`config.mk`:
```
export PLATFORM = sky130hd
export DESIGN_NAME = first_fit_segment_allocator
export DESIGN_NICKNAME = d
export VERILOG_FILES = /design/src/hdl/ffsa_pkg.sv /design/src/hdl/first_fit_segment_allocator.sv /design/src/hdl/ffsa_seg_ram.sv
export SDC_FILE = /design/constraint.sdc
export NUM_CORES = 2
export LEC_CHECK = 0
export BUFFER_PORTS_ARGS = -buffer_cell sky130_fd_sc_hd__buf_2
export CORE_MARGIN = 2
export CORE_UTILIZATION = 50
export DETAILED_ROUTE_END_ITERATION = 10
export HOLD_SLACK_MARGIN = 0.1
export PLACE_DENSITY = 0.63
export SYNTH_ARGS = -nofsm -noshare
export SYNTH_HDL_FRONTEND = slang
export SYNTH_SLANG_ARGS = --single-unit
```
`constraint.sdc`:
```
create_clock -name i_clk -period 15.4 [get_ports i_clk]
set_clock_uncertainty 0.1 [all_clocks]
set_input_delay 0.77 -clock i_clk [delete_from_list [all_inputs] [get_ports i_clk]]
set_output_delay 0.77 -clock i_clk [all_outputs]
set_load 0.005 [all_outputs]
```
`src/hdl/ffsa_pkg.sv`:
```
// ----------------------------------------------------------------------------
// ffsa_pkg
// Shared types and constants of the first-fit segment allocator.
// ----------------------------------------------------------------------------
`default_nettype none

package ffsa_pkg;

    localparam int HEADER_BYTES = 32;
    localparam int MAX_SEGMENTS = 64;
    localparam int REGION_BYTES = 1048576;
    localparam int SPLIT_SLACK  = 8;

    localparam int IDX_W  = $clog2(MAX_SEGMENTS);
    localparam int CNT_W  = $clog2(MAX_SEGMENTS + 1);
    localparam int SIZE_W = 21;
    localparam int ADDR_W = 32;
    localparam int WIDE_W = SIZE_W + 2;

    localparam logic [SIZE_W-1:0] HDR  = SIZE_W'(HEADER_BYTES);
    localparam logic [SIZE_W-1:0] RLIM = SIZE_W'(REGION_BYTES);
    localparam logic [CNT_W-1:0]  MAXC = CNT_W'(MAX_SEGMENTS);

    typedef enum logic [2:0] {
        ST_OK      = 3'd0,
        ST_NULL    = 3'd1,
        ST_DOUBLE  = 3'd2,
        ST_NOSPACE = 3'd3,
        ST_FULL    = 3'd4
    } t_status;

    localparam logic OP_ALLOC = 1'b0;
    localparam logic OP_FREE  = 1'b1;

    localparam logic CFG_BASE = 1'b0;
    localparam logic CFG_SIZE = 1'b1;

    typedef struct packed {
        logic              is_free;
        logic [SIZE_W-1:0] offset;
        logic [SIZE_W-1:0] size;
    } t_seg;

    typedef struct packed {
        logic             we;
        logic [IDX_W-1:0] waddr;
        t_seg             wdata;
        logic [IDX_W-1:0] raddr;
    } t_ram_req;

endpackage

`default_nettype wire

```
`src/hdl/first_fit_segment_allocator.sv`:
```
// ----------------------------------------------------------------------------
// first_fit_segment_allocator
// First-fit allocator over an address-ordered segment table with split and
// coalesce; each command yields one result beat with the byte totals.
// ----------------------------------------------------------------------------
// A command is taken when i_start is high and o_busy is low; its single
// result beat appears later for one cycle with o_valid and cannot be stalled.
// The segment table sits in one memory with one read and one write per cycle,
// and each table entry visited passes through a read state and then a check
// state (read, then check); a split or merge then shifts the later entries up
// or down, one entry at a time.
`default_nettype none

module first_fit_segment_allocator (
    input  wire logic        i_clk,
    input  wire logic        i_rst_n,
    input  wire logic        i_cfg_we,
    input  wire logic        i_cfg_idx,
    input  wire logic [31:0] i_cfg_data,
    input  wire logic        i_start,
    output logic             o_busy,
    input  wire logic        i_opcode,
    input  wire logic [20:0] i_request_size,
    input  wire logic [31:0] i_address,
    output logic             o_valid,
    output logic [31:0]      o_alloc_address,
    output logic [2:0]       o_status,
    output logic [20:0]      o_used_bytes,
    output logic [20:0]      o_free_bytes
);
    import ffsa_pkg::*;

    typedef enum logic [3:0] {
        S_IDLE, S_SCAN_RD, S_SCAN_CHK, S_UP_RD, S_UP_WR, S_NEXT_RD, S_NEXT_CHK,
        S_DN_RD, S_DN_WR, S_PREV_RD, S_PREV_CHK, S_DONE
    } t_state;

    t_state             r_state;
    logic [ADDR_W-1:0]  r_base;
    logic [SIZE_W-1:0]  r_msize;
    logic               r_op;
    logic [SIZE_W-1:0]  r_req;
    logic [ADDR_W-1:0]  r_addr_in;
    logic [CNT_W-1:0]   r_count;
    logic [SIZE_W-1:0]  r_bump;
    logic [SIZE_W-1:0]  r_used;
    logic [SIZE_W-1:0]  r_free;
    logic [CNT_W-1:0]   r_i;
    logic [CNT_W-1:0]   r_j;
    logic               r_phase;
    t_seg               r_s;
    t_seg               r_rest;
    logic [ADDR_W-1:0]  r_grant;
    t_status            r_status;
    logic               r_valid;

    t_ram_req           ram_req;
    t_seg               rd;

    logic [WIDE_W-1:0]  w_need_split;
    logic [WIDE_W-1:0]  w_end_s;
    logic [WIDE_W-1:0]  w_end_p;
    logic [WIDE_W-1:0]  w_bump_end;
    logic [SIZE_W-1:0]  w_limit;
    logic               w_split;

    ffsa_seg_ram u_ram (
        .i_clk   (i_clk),
        .i_req   (ram_req),
        .o_rdata (rd)
    );

    assign w_need_split = WIDE_W'(r_req) + WIDE_W'(HEADER_BYTES + SPLIT_SLACK);
    assign w_split      = (WIDE_W'(rd.size) >= w_need_split) && (r_count < MAXC);
    assign w_end_s      = WIDE_W'(r_s.offset) + WIDE_W'(r_s.size) + WIDE_W'(HDR);
    assign w_end_p      = WIDE_W'(rd.offset) + WIDE_W'(rd.size) + WIDE_W'(HDR);
    assign w_bump_end   = WIDE_W'(r_bump) + WIDE_W'(HDR) + WIDE_W'(r_req);
    assign w_limit      = (r_msize > RLIM) ? RLIM : r_msize;

    always_comb begin
        ram_req       = '0;
        ram_req.raddr = r_i[IDX_W-1:0];
        case (r_state)
            S_SCAN_RD: begin
                ram_req.raddr = r_i[IDX_W-1:0];
            end
            S_SCAN_CHK: begin
                ram_req.waddr = r_i[IDX_W-1:0];
                if (r_op == OP_ALLOC) begin
                    if (rd.is_free && rd.size >= r_req) begin
                        ram_req.we            = 1'b1;
                        ram_req.wdata.is_free = 1'b0;
                        ram_req.wdata.offset  = rd.offset;
                        ram_req.wdata.size    = w_split ? r_req : rd.size;
                    end
                end else if ((r_base + ADDR_W'(rd.offset)) == r_addr_in && !rd.is_free) begin
                    ram_req.we            = 1'b1;
                    ram_req.wdata         = rd;
                    ram_req.wdata.is_free = 1'b1;
                end
                if (r_op == OP_ALLOC && r_i == r_count) begin
                    ram_req.we            = 1'b1;
                    ram_req.wdata.is_free = 1'b0;
                    ram_req.wdata.offset  = r_bump + HDR;
                    ram_req.wdata.size    = r_req;
                end
            end
            S_UP_RD: begin
                ram_req.raddr = IDX_W'(r_j - 1'b1);
                if (r_j == r_i + 1'b1) begin
                    ram_req.we    = 1'b1;
                    ram_req.waddr = r_j[IDX_W-1:0];
                    ram_req.wdata = r_rest;
                end
            end
            S_UP_WR: begin
                ram_req.we    = 1'b1;
                ram_req.waddr = r_j[IDX_W-1:0];
                ram_req.wdata = rd;
            end
            S_NEXT_RD: begin
                ram_req.raddr = IDX_W'(r_i + 1'b1);
            end
            S_NEXT_CHK: begin
                ram_req.waddr        = r_i[IDX_W-1:0];
                ram_req.wdata        = r_s;
                ram_req.wdata.size   = r_s.size + HDR + rd.size;
                ram_req.we           = rd.is_free && (w_end_s == WIDE_W'(rd.offset));
            end
            S_DN_RD: begin
                ram_req.raddr = r_j[IDX_W-1:0];
            end
            S_DN_WR: begin
                ram_req.we    = 1'b1;
                ram_req.waddr = IDX_W'(r_j - 1'b1);
                ram_req.wdata = rd;
            end
            S_PREV_RD: begin
                ram_req.raddr = IDX_W'(r_i - 1'b1);
            end
            S_PREV_CHK: begin
                ram_req.waddr      = IDX_W'(r_i - 1'b1);
                ram_req.wdata      = rd;
                ram_req.wdata.size = rd.size + HDR + r_s.size;
                ram_req.we         = rd.is_free && (w_end_p == WIDE_W'(r_s.offset));
            end
            default: begin
                ram_req.we = 1'b0;
            end
        endcase
    end

    always_ff @(posedge i_clk) begin
        if (!i_rst_n) begin
            r_state  <= S_IDLE;
            r_base   <= '0;
            r_msize  <= RLIM;
            r_count  <= '0;
            r_bump   <= '0;
            r_used   <= '0;
            r_free   <= '0;
            r_valid  <= 1'b0;
            r_status <= ST_OK;
            r_grant  <= '0;
        end else begin
            r_valid <= 1'b0;
            if (i_cfg_we) begin
                if (i_cfg_idx == CFG_BASE) begin
                    r_base <= i_cfg_data;
                end else begin
                    r_msize <= i_cfg_data[SIZE_W-1:0];
                end
            end
            case (r_state)
                S_IDLE: begin
                    if (i_start) begin
                        r_op      <= i_opcode;
                        r_req     <= i_request_size;
                        r_addr_in <= i_address;
                        r_i       <= '0;
                        r_grant   <= '0;
                        r_status  <= ST_OK;
                        r_phase   <= 1'b0;
                        if ((i_opcode == OP_ALLOC && i_request_size == '0) ||
                            (i_opcode == OP_FREE && i_address == '0)) begin
                            r_status <= ST_NULL;
                            r_state  <= S_DONE;
                        end else begin
                            r_state <= S_SCAN_RD;
                        end
                    end
                end
                S_SCAN_RD: begin
                    if (r_i == r_count) begin
                        r_state <= S_DONE;
                        if (r_op == OP_FREE) begin
                            r_status <= ST_NULL;
                        end else if (w_bump_end > WIDE_W'(w_limit)) begin
                            r_status <= ST_NOSPACE;
                        end else if (r_count >= MAXC) begin
                            r_status <= ST_FULL;
                        end else begin
                            r_i     <= r_count;
                            r_state <= S_SCAN_CHK;
                        end
                    end else begin
                        r_state <= S_SCAN_CHK;
                    end
                end
                S_SCAN_CHK: begin
                    r_state <= S_SCAN_RD;
                    r_i     <= r_i + 1'b1;
                    if (r_op == OP_ALLOC && r_i == r_count) begin
                        r_count <= r_count + 1'b1;
                        r_bump  <= SIZE_W'(w_bump_end);
                        r_used  <= r_used + r_req;
                        r_grant <= r_base + ADDR_W'(r_bump) + ADDR_W'(HDR);
                        r_state <= S_DONE;
                    end else if (r_op == OP_ALLOC) begin
                        if (rd.is_free && rd.size >= r_req) begin
                            r_i     <= r_i;
                            r_grant <= r_base + ADDR_W'(rd.offset);
                            if (w_split) begin
                                r_used         <= r_used + r_req;
                                r_free         <= r_free - r_req - HDR;
                                r_rest.is_free <= 1'b1;
                                r_rest.offset  <= rd.offset + r_req + HDR;
                                r_rest.size    <= rd.size - r_req - HDR;
                                r_j            <= r_count;
                                r_state        <= S_UP_RD;
                            end else begin
                                r_used  <= r_used + rd.size;
                                r_free  <= r_free - rd.size;
                                r_state <= S_DONE;
                            end
                        end
                    end else if ((r_base + ADDR_W'(rd.offset)) == r_addr_in) begin
                        r_i <= r_i;
                        if (rd.is_free) begin
                            r_status <= ST_DOUBLE;
                            r_state  <= S_DONE;
                        end else begin
                            r_s         <= rd;
                            r_s.is_free <= 1'b1;
                            r_used      <= r_used - rd.size;
                            r_free      <= r_free + rd.size;
                            r_state     <= S_NEXT_RD;
                        end
                    end
                end
                S_UP_RD: begin
                    if (r_j == r_i + 1'b1) begin
                        r_count <= r_count + 1'b1;
                        r_state <= S_DONE;
                    end else begin
                        r_state <= S_UP_WR;
                    end
                end
                S_UP_WR: begin
                    r_j     <= r_j - 1'b1;
                    r_state <= S_UP_RD;
                end
                S_NEXT_RD: begin
                    r_state <= (r_i + 1'b1 < r_count) ? S_NEXT_CHK : S_PREV_RD;
                end
                S_NEXT_CHK: begin
                    if (rd.is_free && (w_end_s == WIDE_W'(rd.offset))) begin
                        r_s.size <= r_s.size + HDR + rd.size;
                        r_free   <= r_free + HDR;
                        r_j      <= r_i + 2'd2;
                        r_state  <= S_DN_RD;
                    end else begin
                        r_state <= S_PREV_RD;
                    end
                end
                S_DN_RD: begin
                    if (r_j == r_count) begin
                        r_count <= r_count - 1'b1;
                        r_phase <= 1'b1;
                        r_state <= r_phase ? S_DONE : S_PREV_RD;
                    end else begin
                        r_state <= S_DN_WR;
                    end
                end
                S_DN_WR: begin
                    r_j     <= r_j + 1'b1;
                    r_state <= S_DN_RD;
                end
                S_PREV_RD: begin
                    r_state <= (r_i != '0) ? S_PREV_CHK : S_DONE;
                end
                S_PREV_CHK: begin
                    if (rd.is_free && (w_end_p == WIDE_W'(r_s.offset))) begin
                        r_free  <= r_free + HDR;
                        r_j     <= r_i + 1'b1;
                        r_phase <= 1'b1;
                        r_state <= S_DN_RD;
                    end else begin
                        r_state <= S_DONE;
                    end
                end
                S_DONE: begin
                    r_valid <= 1'b1;
                    r_state <= S_IDLE;
                end
                default: begin
                    r_state <= S_IDLE;
                end
            endcase
        end
    end

    assign o_busy          = (r_state != S_IDLE);
    assign o_valid         = r_valid;
    assign o_alloc_address = r_grant;
    assign o_status        = r_status;
    assign o_used_bytes    = r_used;
    assign o_free_bytes    = r_free;

    a_count_bound: assert property (@(posedge i_clk) disable iff (!i_rst_n)
        r_count <= MAXC) else $error("Segment count exceeds table depth.");

    a_valid_after_done: assert property (@(posedge i_clk) disable iff (!i_rst_n)
        o_valid |-> $past(r_state == S_DONE)) else $error("Result beat without completion.");

    a_fail_no_addr: assert property (@(posedge i_clk) disable iff (!i_rst_n)
        (o_valid && o_status != ST_OK) |-> (o_alloc_address == '0))
        else $error("Failed command granted an address.");

endmodule

`default_nettype wire

```
`src/hdl/ffsa_seg_ram.sv`:
```
// ----------------------------------------------------------------------------
// ffsa_seg_ram
// Segment table memory: one write port, one read port, registered read data.
// ----------------------------------------------------------------------------
`default_nettype none

module ffsa_seg_ram (
    input  wire logic              i_clk,
    input  wire ffsa_pkg::t_ram_req i_req,
    output ffsa_pkg::t_seg         o_rdata
);
    import ffsa_pkg::*;

    t_seg r_mem [MAX_SEGMENTS];
    t_seg r_rdata;

    always_ff @(posedge i_clk) begin
        if (i_req.we) begin
            r_mem[i_req.waddr] <= i_req.wdata;
        end
        r_rdata <= r_mem[i_req.raddr];
    end

    assign o_rdata = r_rdata;

endmodule

`default_nettype wire

```
==> run metrics <==
clock transition at the registers of the reported paths 0.05 ns; Syn Std Cell Area 142000 sq um; Vias 87000; Max Slew Vio Count 0; final worst slack 7.61 ns; Data arrival, critical path 8.22 ns; critical path type reg -> reg; crit path from u_ram.o_rdata[21]; clk_lat worst skew 0.92 ns; Routed WL 407 mm; TritonRoute pass-1 iters 7; final setup fails 0; maximum clock insertion buffer count 4; dpl ws 7.71 ns; leading area contributor after synthesis edfxtp_1; IR drop worst, VDD 0.111 mV; CP Data Required Time 15.83 ns; Slew Limit Headroom 10.8%; Nets 10300; DRC violations left 0; Reg2Reg Depth 17; Seq/Total Area, Yosys 64.4%; Syn-to-layout area delta 12.8%; Hold Path Class in -> reg; Die Wd 537 um; initial antenna violation count 16; hpwl dp 260 mm; FF-to-FF Start u_ram.o_rdata[21]; outcome complete, no violations; critical path endpoint u_ram.r_mem[39][10]; Max FO, Critical Path 31; R2R Path End u_ram.r_mem[39][10]; Async SR Flop Fraction 0%; number of fill cells 21800; Area contributors post-synth edfxtp_1 62%, mux4_2 11%, ha_1 4.6%, dfxtp_1 2.9%, nand2_1 2.2%; Routed Antenna Nets 0; Worst Tran Pin Value 1.30 ns; post-route minimum period 7.79 ns; Final Wtd Congestion 0.943; Leakage 51.4 nW; first-pass GRT wire length 591 mm; cell count after synthesis 9330; max_cap viols 0; synthesized area per cell 15.2 sq um; grt total ovfl 0; layout cells sized above 1 17.7%; setup tns final 0 ns; Peak Freq 128 MHz; Ports 170; Pwr Total 20.7 mW; Post-synth EDFFs 2905; worst reg2reg setup slack 7.61 ns; Startpoint Class flip-flop; TritonCTS clock tree yes; Warnings, synthesis 0; largest net degree at the start of global routing 107; ys flop type edfxtp_1; Hold-fix buffers, CTS 85; dpl cells 13000; post-route insts no fill 13700; starting density of the core 50.2%; Unique masters post-synth 101; Total GRT Usage 27.9%; Sinks on Clock Net 3111; die area 288000 sq um; CP Capture Type flip-flop; port bufs 169; wire per inst 29.7 um; flops & latches, synth 3111; drt initial violations 9110; total CTS buffers 325; number of gates resized after CTS 0; drt via density 6.36; core box area 282000 sq um; Tcrit/Tclk final 50.6%; final count of hold timing violations 0; CTS HTree Levels 5; RSZ-0062 raised after global routing false; Vert. Die Dim 537 um; row cnt 195; number of global-route vias before repair 86200; syn_nets 9958; share of the synthesized area in the top cell type 61.5%; P per Cell Area 129 nW/um^2; Post-CTS Setup Repair Bufs 0; Root Driver clkbuf_16
cell type report:
type / instances / area, sq um / share of cell area (%)
repair buffers: 505 / 3690 / 2.31
inverters: 264 / 993 / 0.621
diodes: 8 / 20.0 / 0.0125
well taps: 3743 / 4680 / 2.93
clock inverters: 184 / 2110 / 1.32
flip-flops and latches: 3111 / 91400 / 57.1
clock buffers: 413 / 8640 / 5.40
multi-input cells: 5455 / 48500 / 30.3
worst min-delay path by stage:
stage	start	endpoint	slack (ns)	cells after the start
global placement	o_alloc_address[31]	o_alloc_address[31]	0.34	2
global route	i_opcode	r_op	0.16	1
detailed placement	o_alloc_address[29]	o_alloc_address[29]	0.35	2
CTS	i_opcode	r_op	0.15	1
floorplan	o_status[1]	o_status[1]	0.34	2
finish	i_opcode	r_op	0.21	1
cells in the mapped netlist (all sizes together) (194+ instances only):
cell    instances
a21oi         476
ha            518
dfxtp         206
clkbuf        391
edfxtp       2905
nor2          398
and2          194
a211oi        290
inv           263
xnor2         226
nand2         832
mux4          688
o21ai         289
state kept, by name, indices dropped and copies added, names as in the netlist, 3 cells and up:
name and flops:
r_s 42, r_base 32, r_rest 42, o_alloc_address 32
o_free_bytes 21, r_i 7, r_count 7, r_req 21
u_ram.r_mem 2752, o_used_bytes 21, r_j 7, o_status 3
r_bump 21, u_ram.o_rdata 43, r_msize 21, r_state 4
r_addr_in 32
layout by cell type, fill, tap and decap left out, types with 128 or more instances in the layout:
cell type	count
dfxtp_1	206
clkbuf_16	332
inv_1	262
xor2_1	128
a31oi_1	128
mux4_2	688
nor3_1	131
xnor2_1	226
o21ai_0	252
nand2_1	831
edfxtp_1	2905
a211oi_1	288
buf_4	242
nor2_1	328
and2_1	193
buf_2	169
a21oi_1	474
ha_1	518
per-stage QoR:
stage / util, % / hold WS (ns) / area [sq um]
floorplan: - / 0.341 / 142000
global placement: 52.6 / 0.339 / 148000
detailed placement: 52.6 / 0.346 / 148000
CTS: 56.7 / 0.146 / 160000
global route: 56.7 / 0.157 / 160000
finish: 56.7 / 0.205 / 160000
power by group:
group	leakage, nW	internal (mW)	switching (mW)	total, mW
Clock	5.20	4.60	3.34	7.94
Sequential	25.8	9.27	0.133	9.41
Combinational	20.4	1.25	2.12	3.37
Total	51.4	15.1	5.60	20.7
worst max-delay path, cell delays in order (launching register included):
cell and delay (ns):
dfxtp_1 0.60, ha_1 0.30, inv_1 0.07, fa_1 0.41, nor2b_1 0.22, o221a_2 0.36, o211a_1 0.25, nor2_1 0.10
o311ai_1 0.46, xnor2_1 0.19, o211ai_1 0.16, nor4_2 1.08, a31oi_1 0.23, buf_4 0.26, o211ai_2 0.34, nand3_2 0.87
nor2_4 0.76, buf_4 0.57
layer usage:
layer / global-route usage [%] / routed length [um]
met1: 39.0 / 168000
met2: 45.4 / 195000
met5: 0 / 21
met4: 9.40 / 14000
met3: 4.03 / 30000
cell families after synthesis:
group	after synthesis	synth area share, %
muxes	724	11.2
adders and majority gates	537	4.84
buffers and inverters	764	2.11
xor gates and xnor gates	359	2.27
AOI/OAI and AO/OA	1810	8.49
DFF	3111	64.4
and+or+nand+nor	2025	6.69
Power figures use the tool's default switching activity.
